[src/sv/rpn_pkg.sv]
package rpn_pkg;

  // Operand and result width
  localparam int DATA_W = 32;

  // Default operand stack depth
  localparam int STACK_DEPTH_DEF = 64;

  // Token codes (ASCII)
  localparam logic [7:0] TOK_PLUS  = 8'h2B;
  localparam logic [7:0] TOK_MINUS = 8'h2D;
  localparam logic [7:0] TOK_MUL   = 8'h2A;
  localparam logic [7:0] TOK_DIV   = 8'h2F;
  localparam logic [7:0] TOK_ZERO  = 8'h30;
  localparam logic [7:0] TOK_NINE  = 8'h39;

  // Status codes
  localparam logic [2:0] ST_OK        = 3'd0;
  localparam logic [2:0] ST_UNDERFLOW = 3'd1;
  localparam logic [2:0] ST_OVERFLOW  = 3'd2;
  localparam logic [2:0] ST_DIVZERO   = 3'd3;
  localparam logic [2:0] ST_INVALID   = 3'd4;

  // Commands from controller to datapath
  typedef struct packed {
    logic       load_in;    // capture accepted token
    logic       rd_issue;   // read second-from-top operand
    logic       alu_load;   // register add/sub/mul result
    logic       div_start;  // launch divider
    logic       commit;     // update stack and load result register
    logic       push;       // commit pushes a digit
    logic       pop;        // commit replaces two operands by one
    logic [2:0] status;     // status code for this token
  } rpn_cmd_t;

  // Status from datapath to controller
  typedef struct packed {
    logic is_digit;
    logic is_op;
    logic is_div;
    logic full;      // stack holds its maximum
    logic lt2;       // fewer than two operands
    logic b_zero;    // top operand is zero
    logic div_busy;
    logic out_free;  // result register can take a new result
  } rpn_stat_t;

endpackage

[src/sv/rpn_div.sv]
module rpn_div (
  input  logic                           clk,
  input  logic                           rst,
  input  logic                           start,
  input  logic [rpn_pkg::DATA_W-1:0]     a,
  input  logic [rpn_pkg::DATA_W-1:0]     b,
  output logic                           busy,
  output logic [rpn_pkg::DATA_W-1:0]     q
);

  localparam int W  = rpn_pkg::DATA_W;
  localparam int CW = $clog2(W);

  logic [CW-1:0] cnt;
  logic [W-1:0]  rem;
  logic [W-1:0]  quo;
  logic [W-1:0]  mb;
  logic          neg;

  logic [W:0]    rem_sh;
  logic [W:0]    trial;

  // One quotient bit per cycle, restoring
  assign rem_sh = {rem, quo[W-1]};
  assign trial  = rem_sh - {1'b0, mb};

  always_ff @(posedge clk) begin
    if (rst) begin
      busy <= 1'b0;
      cnt  <= '0;
    end else if (start) begin
      busy <= 1'b1;
      cnt  <= '0;
    end else if (busy) begin
      cnt <= cnt + 1'b1;
      if (cnt == CW'(W - 1)) begin
        busy <= 1'b0;
      end
    end
  end

  // Magnitudes on start, then shift and subtract
  always_ff @(posedge clk) begin
    if (start) begin
      mb  <= b[W-1] ? (~b + 1'b1) : b;
      quo <= a[W-1] ? (~a + 1'b1) : a;
      rem <= '0;
      neg <= a[W-1] ^ b[W-1];
    end else if (busy) begin
      if (!trial[W]) begin
        rem <= trial[W-1:0];
        quo <= {quo[W-2:0], 1'b1};
      end else begin
        rem <= rem_sh[W-1:0];
        quo <= {quo[W-2:0], 1'b0};
      end
    end
  end

  // Sign fix-up, truncation toward zero
  assign q = neg ? (~quo + 1'b1) : quo;

endmodule

[src/sv/rpn_datapath.sv]
module rpn_datapath #(
  parameter int STACK_DEPTH = rpn_pkg::STACK_DEPTH_DEF,
  parameter int DW          = $clog2(STACK_DEPTH + 1)
) (
  input  logic                          clk,
  input  logic                          rst,
  input  rpn_pkg::rpn_cmd_t             cmd,
  output rpn_pkg::rpn_stat_t            stat,
  input  logic [7:0]                    token,
  input  logic                          last,
  output logic                          result_valid,
  input  logic                          result_stall,
  output logic [rpn_pkg::DATA_W-1:0]    top_value,
  output logic [DW-1:0]                 depth,
  output logic [2:0]                    status,
  output logic                          last_out
);

  localparam int W  = rpn_pkg::DATA_W;
  localparam int AW = $clog2(STACK_DEPTH);

  logic [7:0]    tok;
  logic          last_q;
  logic [DW-1:0] sp;
  logic [W-1:0]  top;
  logic [W-1:0]  rd_data;
  logic [W-1:0]  res;
  logic [W-1:0]  div_q;
  logic          div_busy;

  // Entries below the top; the top itself lives in a register
  logic [W-1:0]  mem [STACK_DEPTH];

  logic [AW-1:0] wr_addr;
  logic [AW-1:0] rd_addr;
  logic [DW-1:0] sp_m1;
  logic [DW-1:0] sp_m2;
  logic [DW-1:0] sp_new;
  logic [W-1:0]  top_new;

  assign sp_m1   = sp - DW'(1);
  assign sp_m2   = sp - DW'(2);
  assign wr_addr = sp_m1[AW-1:0];
  assign rd_addr = sp_m2[AW-1:0];

  // Token capture
  always_ff @(posedge clk) begin
    if (cmd.load_in) begin
      tok    <= token;
      last_q <= last;
    end
  end

  // Decode and stack status
  assign stat.is_digit = (tok >= rpn_pkg::TOK_ZERO) && (tok <= rpn_pkg::TOK_NINE);
  assign stat.is_op    = (tok == rpn_pkg::TOK_PLUS) || (tok == rpn_pkg::TOK_MINUS) ||
                         (tok == rpn_pkg::TOK_MUL)  || (tok == rpn_pkg::TOK_DIV);
  assign stat.is_div   = (tok == rpn_pkg::TOK_DIV);
  assign stat.full     = (sp >= DW'(STACK_DEPTH));
  assign stat.lt2      = (sp < DW'(2));
  assign stat.b_zero   = (top == '0);
  assign stat.div_busy = div_busy;
  assign stat.out_free = !result_valid || !result_stall;

  // Operand memory: push spills the old top, operators read second-from-top
  always_ff @(posedge clk) begin
    if (cmd.commit && cmd.push && (sp != '0)) begin
      mem[wr_addr] <= top;
    end
    if (cmd.rd_issue) begin
      rd_data <= mem[rd_addr];
    end
  end

  // Add, subtract, multiply (low word)
  always_ff @(posedge clk) begin
    if (cmd.alu_load) begin
      case (tok)
        rpn_pkg::TOK_PLUS:  res <= rd_data + top;
        rpn_pkg::TOK_MINUS: res <= rd_data - top;
        rpn_pkg::TOK_MUL:   res <= rd_data * top;
        default:            res <= '0;
      endcase
    end
  end

  rpn_div u_div (
    .clk   (clk),
    .rst   (rst),
    .start (cmd.div_start),
    .a     (rd_data),
    .b     (top),
    .busy  (div_busy),
    .q     (div_q)
  );

  // Stack after this token
  always_comb begin
    sp_new  = sp;
    top_new = top;
    if (cmd.push) begin
      sp_new  = sp + DW'(1);
      top_new = {{(W-8){1'b0}}, tok - rpn_pkg::TOK_ZERO};
    end else if (cmd.pop) begin
      sp_new  = sp_m1;
      top_new = stat.is_div ? div_q : res;
    end
  end

  always_ff @(posedge clk) begin
    if (rst) begin
      sp <= '0;
    end else if (cmd.commit) begin
      sp <= last_q ? '0 : sp_new;
    end
  end

  always_ff @(posedge clk) begin
    if (cmd.commit) begin
      top <= top_new;
    end
  end

  // Result register
  always_ff @(posedge clk) begin
    if (rst) begin
      result_valid <= 1'b0;
    end else if (cmd.commit) begin
      result_valid <= 1'b1;
    end else if (!result_stall) begin
      result_valid <= 1'b0;
    end
  end

  always_ff @(posedge clk) begin
    if (cmd.commit) begin
      top_value <= (sp_new != '0) ? top_new : '0;
      depth     <= sp_new;
      status    <= cmd.status;
      last_out  <= last_q;
    end
  end

endmodule

[src/sv/rpn_ctrl.sv]
module rpn_ctrl (
  input  logic                clk,
  input  logic                rst,
  input  logic                token_valid,
  output logic                token_stall,
  input  rpn_pkg::rpn_stat_t  stat,
  output rpn_pkg::rpn_cmd_t   cmd
);

  localparam logic [2:0] S_IDLE   = 3'd0;
  localparam logic [2:0] S_DECODE = 3'd1;
  localparam logic [2:0] S_EXEC   = 3'd2;
  localparam logic [2:0] S_DIV    = 3'd3;
  localparam logic [2:0] S_FIN    = 3'd4;

  logic [2:0] state;
  logic [2:0] state_next;
  logic [2:0] status_q;
  logic [2:0] status_next;
  logic       push_q;
  logic       push_next;
  logic       pop_q;
  logic       pop_next;

  assign token_stall = (state != S_IDLE);

  // Sequencer
  always_comb begin
    state_next    = state;
    status_next   = status_q;
    push_next     = push_q;
    pop_next      = pop_q;
    cmd           = '0;
    cmd.status    = status_q;
    cmd.push      = push_q;
    cmd.pop       = pop_q;
    case (state)
      S_IDLE: begin
        if (token_valid) begin
          cmd.load_in = 1'b1;
          state_next  = S_DECODE;
        end
      end
      S_DECODE: begin
        push_next   = 1'b0;
        pop_next    = 1'b0;
        state_next  = S_FIN;
        if (stat.is_digit) begin
          status_next = stat.full ? rpn_pkg::ST_OVERFLOW : rpn_pkg::ST_OK;
          push_next   = !stat.full;
        end else if (stat.is_op) begin
          status_next = stat.lt2 ? rpn_pkg::ST_UNDERFLOW : rpn_pkg::ST_OK;
          pop_next    = !stat.lt2;
          if (!stat.lt2) begin
            cmd.rd_issue = 1'b1;
            state_next   = S_EXEC;
          end
        end else begin
          status_next = rpn_pkg::ST_INVALID;
        end
      end
      S_EXEC: begin
        cmd.alu_load = 1'b1;
        state_next   = S_FIN;
        if (stat.is_div) begin
          if (stat.b_zero) begin
            status_next = rpn_pkg::ST_DIVZERO;
            pop_next    = 1'b0;
          end else begin
            cmd.div_start = 1'b1;
            state_next    = S_DIV;
          end
        end
      end
      S_DIV: begin
        if (!stat.div_busy) begin
          state_next = S_FIN;
        end
      end
      S_FIN: begin
        if (stat.out_free) begin
          cmd.commit = 1'b1;
          state_next = S_IDLE;
        end
      end
      default: begin
        state_next = S_IDLE;
      end
    endcase
  end

  always_ff @(posedge clk) begin
    if (rst) begin
      state    <= S_IDLE;
      status_q <= rpn_pkg::ST_OK;
      push_q   <= 1'b0;
      pop_q    <= 1'b0;
    end else begin
      state    <= state_next;
      status_q <= status_next;
      push_q   <= push_next;
      pop_q    <= pop_next;
    end
  end

endmodule

[src/sv/postfix_expression_evaluator_top.sv]
// Postfix (RPN) evaluator taking one byte per transfer. Digits push 0..9,
// '+', '-', '*' and '/' combine second-from-top with top in 32-bit wrapping
// arithmetic ('/' truncates toward zero); every byte returns one result with
// the new top, depth and status, and a byte marked last clears the stack
// after its result. A digit, an invalid byte or an underflow passes through
// decode and finish; '+', '-', '*' and a division by zero add an execute
// step, and '/' then waits while the bit-per-cycle divider is busy, until
// the sequencer sees it finish. The next token is taken the cycle after its
// predecessor's result is loaded; a result held by result_stall delays only
// the next commit.
module postfix_expression_evaluator_top #(
  parameter int STACK_DEPTH = rpn_pkg::STACK_DEPTH_DEF,
  parameter int DW          = $clog2(STACK_DEPTH + 1)
) (
  input  logic                          clk,
  input  logic                          rst,
  input  logic                          token_valid,
  output logic                          token_stall,
  input  logic [7:0]                    token,
  input  logic                          last,
  output logic                          result_valid,
  input  logic                          result_stall,
  output logic signed [rpn_pkg::DATA_W-1:0] top_value,
  output logic [DW-1:0]                 depth,
  output logic [2:0]                    status,
  output logic                          last_out
);

  rpn_pkg::rpn_cmd_t  cmd;
  rpn_pkg::rpn_stat_t stat;
  logic [rpn_pkg::DATA_W-1:0] top_raw;

  rpn_ctrl u_ctrl (
    .clk         (clk),
    .rst         (rst),
    .token_valid (token_valid),
    .token_stall (token_stall),
    .stat        (stat),
    .cmd         (cmd)
  );

  rpn_datapath #(
    .STACK_DEPTH (STACK_DEPTH),
    .DW          (DW)
  ) u_datapath (
    .clk          (clk),
    .rst          (rst),
    .cmd          (cmd),
    .stat         (stat),
    .token        (token),
    .last         (last),
    .result_valid (result_valid),
    .result_stall (result_stall),
    .top_value    (top_raw),
    .depth        (depth),
    .status       (status),
    .last_out     (last_out)
  );

  assign top_value = $signed(top_raw);

endmodule
[config.mk]
export PLATFORM = sky130hd
export DESIGN_NAME = postfix_expression_evaluator_top
export DESIGN_NICKNAME = d
export VERILOG_FILES = /design/src/sv/rpn_pkg.sv /design/src/sv/rpn_div.sv /design/src/sv/rpn_datapath.sv /design/src/sv/rpn_ctrl.sv /design/src/sv/postfix_expression_evaluator_top.sv
export SDC_FILE = /design/constraint.sdc
export NUM_CORES = 2
export LEC_CHECK = 0
export CAP_MARGIN = 5
export CORE_UTILIZATION = 55
export DETAILED_ROUTE_END_ITERATION = 8
export DONT_BUFFER_PORTS = 1
export PLACE_DENSITY = 0.69
export SLEW_MARGIN = 10
export SYNTH_ARGS = -nofsm -noshare
export SYNTH_HDL_FRONTEND = slang
export SYNTH_HIERARCHICAL = 1
export SYNTH_SLANG_ARGS = --single-unit
[constraint.sdc]
create_clock -name clk -period 8.9 [get_ports clk]
set_clock_uncertainty 0.1 [all_clocks]
set_input_delay 1.335 -clock clk [delete_from_list [all_inputs] [get_ports clk]]
set_output_delay 1.335 -clock clk [all_outputs]
set_load 0.005 [all_outputs]
-- Yosys cells after proc, flatten, opt, wreduce, memory -nomap -nowiden
Memory sizes are Yosys's and may differ from the RTL's. A register that Yosys moved wholly into a read port is not among the register bits.
Index checks and enable logic that the tools add are counted.
- $lt $le $gt $ge: 4
- $mul: 1
- muxes and demuxes: 54
- reductions and logical operators: 21
- bitwise logic cells: 4
- equality and inequality tests: 15
- add/subtract/negate cells: 11
- operators by type and width (operator ; count):
    $mux W32 ; 8
    $add A32 B1 Y32 const B ; 3
    $not A32 Y32 ; 3
    $pmux W32 S3 ; 1
    $mux W3 ; 12
    $sub A33 B32 Y33 ; 1
    $add A32 B32 Y32 ; 1
    $eq A8 B6 Y1 const B ; 4
    $logic_not A32 Y1 ; 1
    $mul A32 B32 Y32 ; 1
    $sub A32 B32 Y32 ; 1
    $mux W31 ; 1
    $mux W1 ; 24
    $mux W7 ; 3
    $pmux W3 S5 ; 1
    $reduce_bool A7 Y1 ; 2
    $ge A8 B6 Y1 const B ; 1
    $le A8 B6 Y1 const B ; 1
    $ne A2 B2 Y1 const B ; 4
    $sub A8 B6 Y8 const B ; 1
    $add A7 B1 Y7 const B ; 1
    $ge A7 B7 Y1 const B ; 1
    $lt A7 B2 Y1 const B ; 1
    $sub A7 B1 Y7 const B ; 1
    other kinds (19) ; 32
- memories kept: 1
- input port bits: 13
- bits in registers: 235
- output and inout port bits: 45
- logic and storage cells: 132
- RAM bits: 2048
- memory list (name ; depth ; bits a word ; rd ports ; clocked after memory_dff ; write ports ; RTL line ; source):
    u_datapath.mem ; 64 ; 32 ; 1 ; 1 ; 1 ; rpn_datapath.sv:32 ; logic [W-1:0] mem [STACK_DEPTH];

-- Longest topological paths before layout
- word-level depth: 8
- mapped depth: 27
- gate-level depth less buffers: 25

-- Modules after synthesis
Netlist, hierarchy kept.
- by module, submodules not included (module ; sequential area each (µm²) ; cells each ; area each (µm²) ; instances):
    rpn_datapath ; 66103.4 ; 5501 ; 102085.4 ; 1
    rpn_div ; 2712.6 ; 911 ; 7758.7 ; 1
    rpn_ctrl ; 160.2 ; 57 ; 467.9 ; 1

-- Worst setup path before layout
No wires, ideal clock.
- path kind: reg2reg
- start point: reg u_datapath.top[6]
- end point: reg u_datapath.res[31], data pin
- clock period less this slack: 8.126 ns
- arrival time: 7.754 ns
- path buffers: 2
- cell stages (with the launch flop): 26
- required time: 8.529 ns
- setup time: 0.271 ns
- setup slack: 0.774 ns
- cells stage by stage: edfxtp_1 clkbuf_1 clkbuf_1 and2_1 fa_1 fa_1 fa_1 inv_1 fa_1 inv_1 fa_1 inv_1 fa_1 inv_1 fa_1 fa_1 ha_1 a21o_1 a21oi_1 o21ai_1 a221o_1 a41oi_1 o21ai_1 a211oi_1 xnor2_1 o22ai_1
- cells in the longest elaborated chain, start to end: 2
- elaborated cells between the ends (all ways): 4
- those cells by class: add/sub (2); mul (1); mux (1)
- ends and longest elaborated chain (element ; RTL line ; source):
    from (decl) ; rpn_datapath.sv:25 ; logic [W-1:0] top;
    from (signal assigned) ; rpn_datapath.sv:120 ; top <= top_new;
    $mul A32 B32 Y32, or another cell as far along ; rpn_datapath.sv:81 ; rpn_pkg::TOK_MUL: res <= rd_data * top;
    $pmux W32 S3 * ; rpn_datapath.sv:78 ; case (tok)
    to (signal assigned) ; rpn_datapath.sv:79 ; rpn_pkg::TOK_PLUS: res <= rd_data + top;
    to (signal assigned) ; rpn_datapath.sv:80 ; rpn_pkg::TOK_MINUS: res <= rd_data - top;
    to (signal assigned) ; rpn_datapath.sv:81 ;
    to (decl) ; rpn_datapath.sv:27 ; logic [W-1:0] res;
Every way passes the cells marked *; elsewhere a longest branch is shown, timed or not.
A chain may end at the register's enable or synchronous reset.

-- Worst setup path in the final report
- start point: reg u_datapath.top[7]
- end point: reg u_datapath.res[31], data pin
Same word-level chain as after synthesis.

==> impl_metrics.tcl <==
set metrics [dict create \
    rsz0062_at_grt "no" \
    wirelength_mm 302 \
    instances_no_fill 9408 \
    ys_seq_area_share_pct 62.5 \
    cts_hold_buf 0 \
    startpoint_type "flip-flop" \
    violations "design-rule violations" \
    dr.pass1.iters 8 \
    tightest_slew_ns 1.27 \
    cp-startpoint "u_datapath/top[7]" \
    clk_pin_slew_worst_paths_ns 0.07 \
    synth_area_um2 110000 \
    post-cts-setup-buffer-count 0 \
    post_cts_resized 0 \
    cts-root-buf "clkbuf_16" \
    vias 60416 \
    final_common_cell "edfxtp_1" \
    placed_cells 8992 \
    hold_ws_ns 0.392 \
    synth_edf_count 2261 \
    synth_ff_type "edfxtp_1" \
    fin_crit_sh_pct 90.7 \
    grt_pass1_vias 60768 \
    fin_nets 7184 \
    synth_warnings 6 \
    ys_seq_elements 2315 \
    cts_buffers 222 \
    synth.distinct_cells 89 \
    status "complete, but fails checks" \
    dieHeight_um 450 \
    p_leak_nw 40.9 \
    timing.final.ws_setup_ns 0.827 \
    syn_avg_cell_area_um2 17.1 \
    period_needed_ns 8.07 \
    r2r-start "u_datapath/top[7]" \
    drt_iter0_drc 7627 \
    antenna_found_initial 18 \
    cts_tree "yes" \
    hpwl_mm 179 \
    netlist_instances 6469 \
    critPathArrivalTime_ns 8.56 \
    cts_buffer_depth 3 \
    min_path_type "reg2reg" \
    slew_violations 0 \
    ioPinCount 58 \
    layout_common_cells "edfxtp_1, mux4_2, inv_1" \
    synth-async-reset-ratio_pct 0 \
    final-setup-viol-count 0 \
    grt_util_met1_pct 41.0 \
    max_freq_ghz 0.124 \
    gp_congestion 0.935 \
    hp-start "u_datapath/u_div/rem[24]" \
    grt_max_degree 98 \
    cp.required_ns 9.39 \
    grt_use_met2_pct 47.6 \
    grt_first_pass_wirelength_mm 434 \
    grt.overflow.total 0 \
    avgRoutedWirePerCell_um 32.1 \
    antenna_left 0 \
    io_buffers 0 \
    drv_cap 0 \
    drive_gt1_share_pct 19.5 \
    die_w_um 450 \
    cts.sinks 2315 \
    insertion_delay_ns 0.90 \
    critPathMaxFanout 43 \
    peakVddDrop_uv 250 \
    timing.setup.tns_ns 0 \
    die-area_um2 202000 \
    worstSetupPathType "reg2reg" \
    hold_viol 0 \
    grt.total_usage_pct 30.1 \
    synth_nets 7093 \
    start_util_pct 55.3 \
    num_rows 164 \
    core_um2 199000 \
    busiest_layer "met2" \
    power.density_nw_per_um2 197 \
    drc 3 \
    routed_via_density 6.42 \
    htreeDepth 4 \
    cp-end-kind "flip-flop" \
    slew_headroom_pct 14.1 \
    met3_usage_pct 5.31 \
    post-place-ws_ns 0.857 \
    area_growth_syn_to_layout_pct 10.4 \
]
[where the power goes]
| part | leakage (nW) | internal [mW] | total, mW | switching (mW) |
|---|---|---|---|---|
| logic | 16.5 | 1.10 | 2.61 | 1.51 |
| registers | 20.8 | 11.9 | 11.9 | 0.0426 |
| clock network | 3.52 | 5.28 | 9.44 | 4.16 |
[layout make-up]
cell class                 count  area (µm²)
sequential                  2315       69000
multi-input combinational   3351       38800
clock inverter               137        1500
antenna                       11        27.5
inverter                     458        1720
timing repair buffer         212        1670
fill                       14309       77700
tap                         2656        3320
clock buffer                 268        5770
[critical path, cell delays in order (launching register included)]
cell	delay [ns]
edfxtp_1	0.78
buf_4	0.50
and2_1	0.21
fa_1	0.44
fa_1	0.50
fa_1	0.52
inv_1	0.05
fa_1	0.49
inv_1	0.06
fa_1	0.48
fa_1	0.57
fa_1	0.43
fa_1	0.46
ha_1	0.35
and3_1	0.24
and2_1	0.18
a221o_1	0.32
a41oi_1	0.32
o21ai_1	0.21
a211oi_1	0.30
xnor2_1	0.15
o22ai_1	0.10
[cells in the mapped netlist (28+ instances only)]
cell / instances / area share [%]
nand2_1: 384 / 1.3
clkbuf_1: 243 / 0.83
mux4_2: 661 / 13
dfxtp_1: 54 / 0.98
ha_1: 201 / 2.3
inv_1: 458 / 1.6
a21o_1: 42 / 0.29
a211oi_1: 44 / 0.30
nor3_1: 32 / 0.15
mux2i_1: 53 / 0.48
xnor2_1: 171 / 1.4
o31ai_1: 33 / 0.22
fa_1: 410 / 7.4
nand3_1: 52 / 0.24
nor2_1: 228 / 0.78
a21oi_1: 140 / 0.64
xor2_1: 103 / 0.82
o21ai_0: 90 / 0.41
nor2b_1: 47 / 0.27
buf_2: 67 / 0.30
buf_1: 28 / 0.095
and2_1: 326 / 1.8
edfxtp_1: 2261 / 62
[routing by layer]
| layer | routed length, µm | vias to the layer above |
|---|---|---|
| met5 | 62 | - |
| met4 | 16700 | 8 |
| met3 | 29000 | 614 |
| met2 | 143000 | 3325 |
| met1 | 113000 | 31744 |
| li1 | - | 24725 |
[per-stage QoR]
stage | cell area (µm²) | utilization [%] | total power [mW]
after global placement | 114000 | 57.4 | 14.7
after floorplan | 110000 | - | 14.0
after global routing | 122000 | 61.1 | 24.7
after detailed placement | 115000 | 57.4 | 14.7
final | 122000 | 61.1 | 24.0
after CTS | 122000 | 61.1 | 24.1
[state kept, by name (all words and copies together), names as in the netlist, 3 cells and up]
| name | flops |
|---|---|
| u_datapath/res | 32 |
| u_ctrl/status_q | 3 |
| u_datapath/u_div/rem | 32 |
| u_datapath/u_div/mb | 32 |
| u_datapath/depth | 7 |
| u_ctrl/state | 3 |
| u_datapath/sp | 7 |
| u_datapath/top | 32 |
| u_datapath/top_value | 32 |
| u_datapath/mem | 2048 |
| u_datapath/rd_data | 32 |
| u_datapath/u_div/quo | 32 |
| u_datapath/u_div/cnt | 5 |
| u_datapath/status | 3 |
| u_datapath/tok | 8 |
[kinds of logic after synthesis]
logic type               after synthesis  synth area share [%]
buffers and inverters                803                  2.84
AO/OA/AOI/OAI                        533                  3.18
multiplexers                         715                  14.0
adder cells (fa/ha/maj)              611                  9.72
XOR/XNOR                             275                  2.19
flip-flops                          2315                  62.5
AND/OR/NAND/NOR                     1217                  5.56
[worst paths after layout]
path                            depth (start not counted)  slack (ns)                  endpoint
worst max register to register                         21        0.83        u_datapath/res[31]
worst max-delay path                                   21        0.83        u_datapath/res[31]
worst min register to register                          2        0.39  u_datapath/u_div/rem[25]
worst min-delay path                                    2        0.39  u_datapath/u_div/rem[25]
Power figures use the tool's default switching activity.
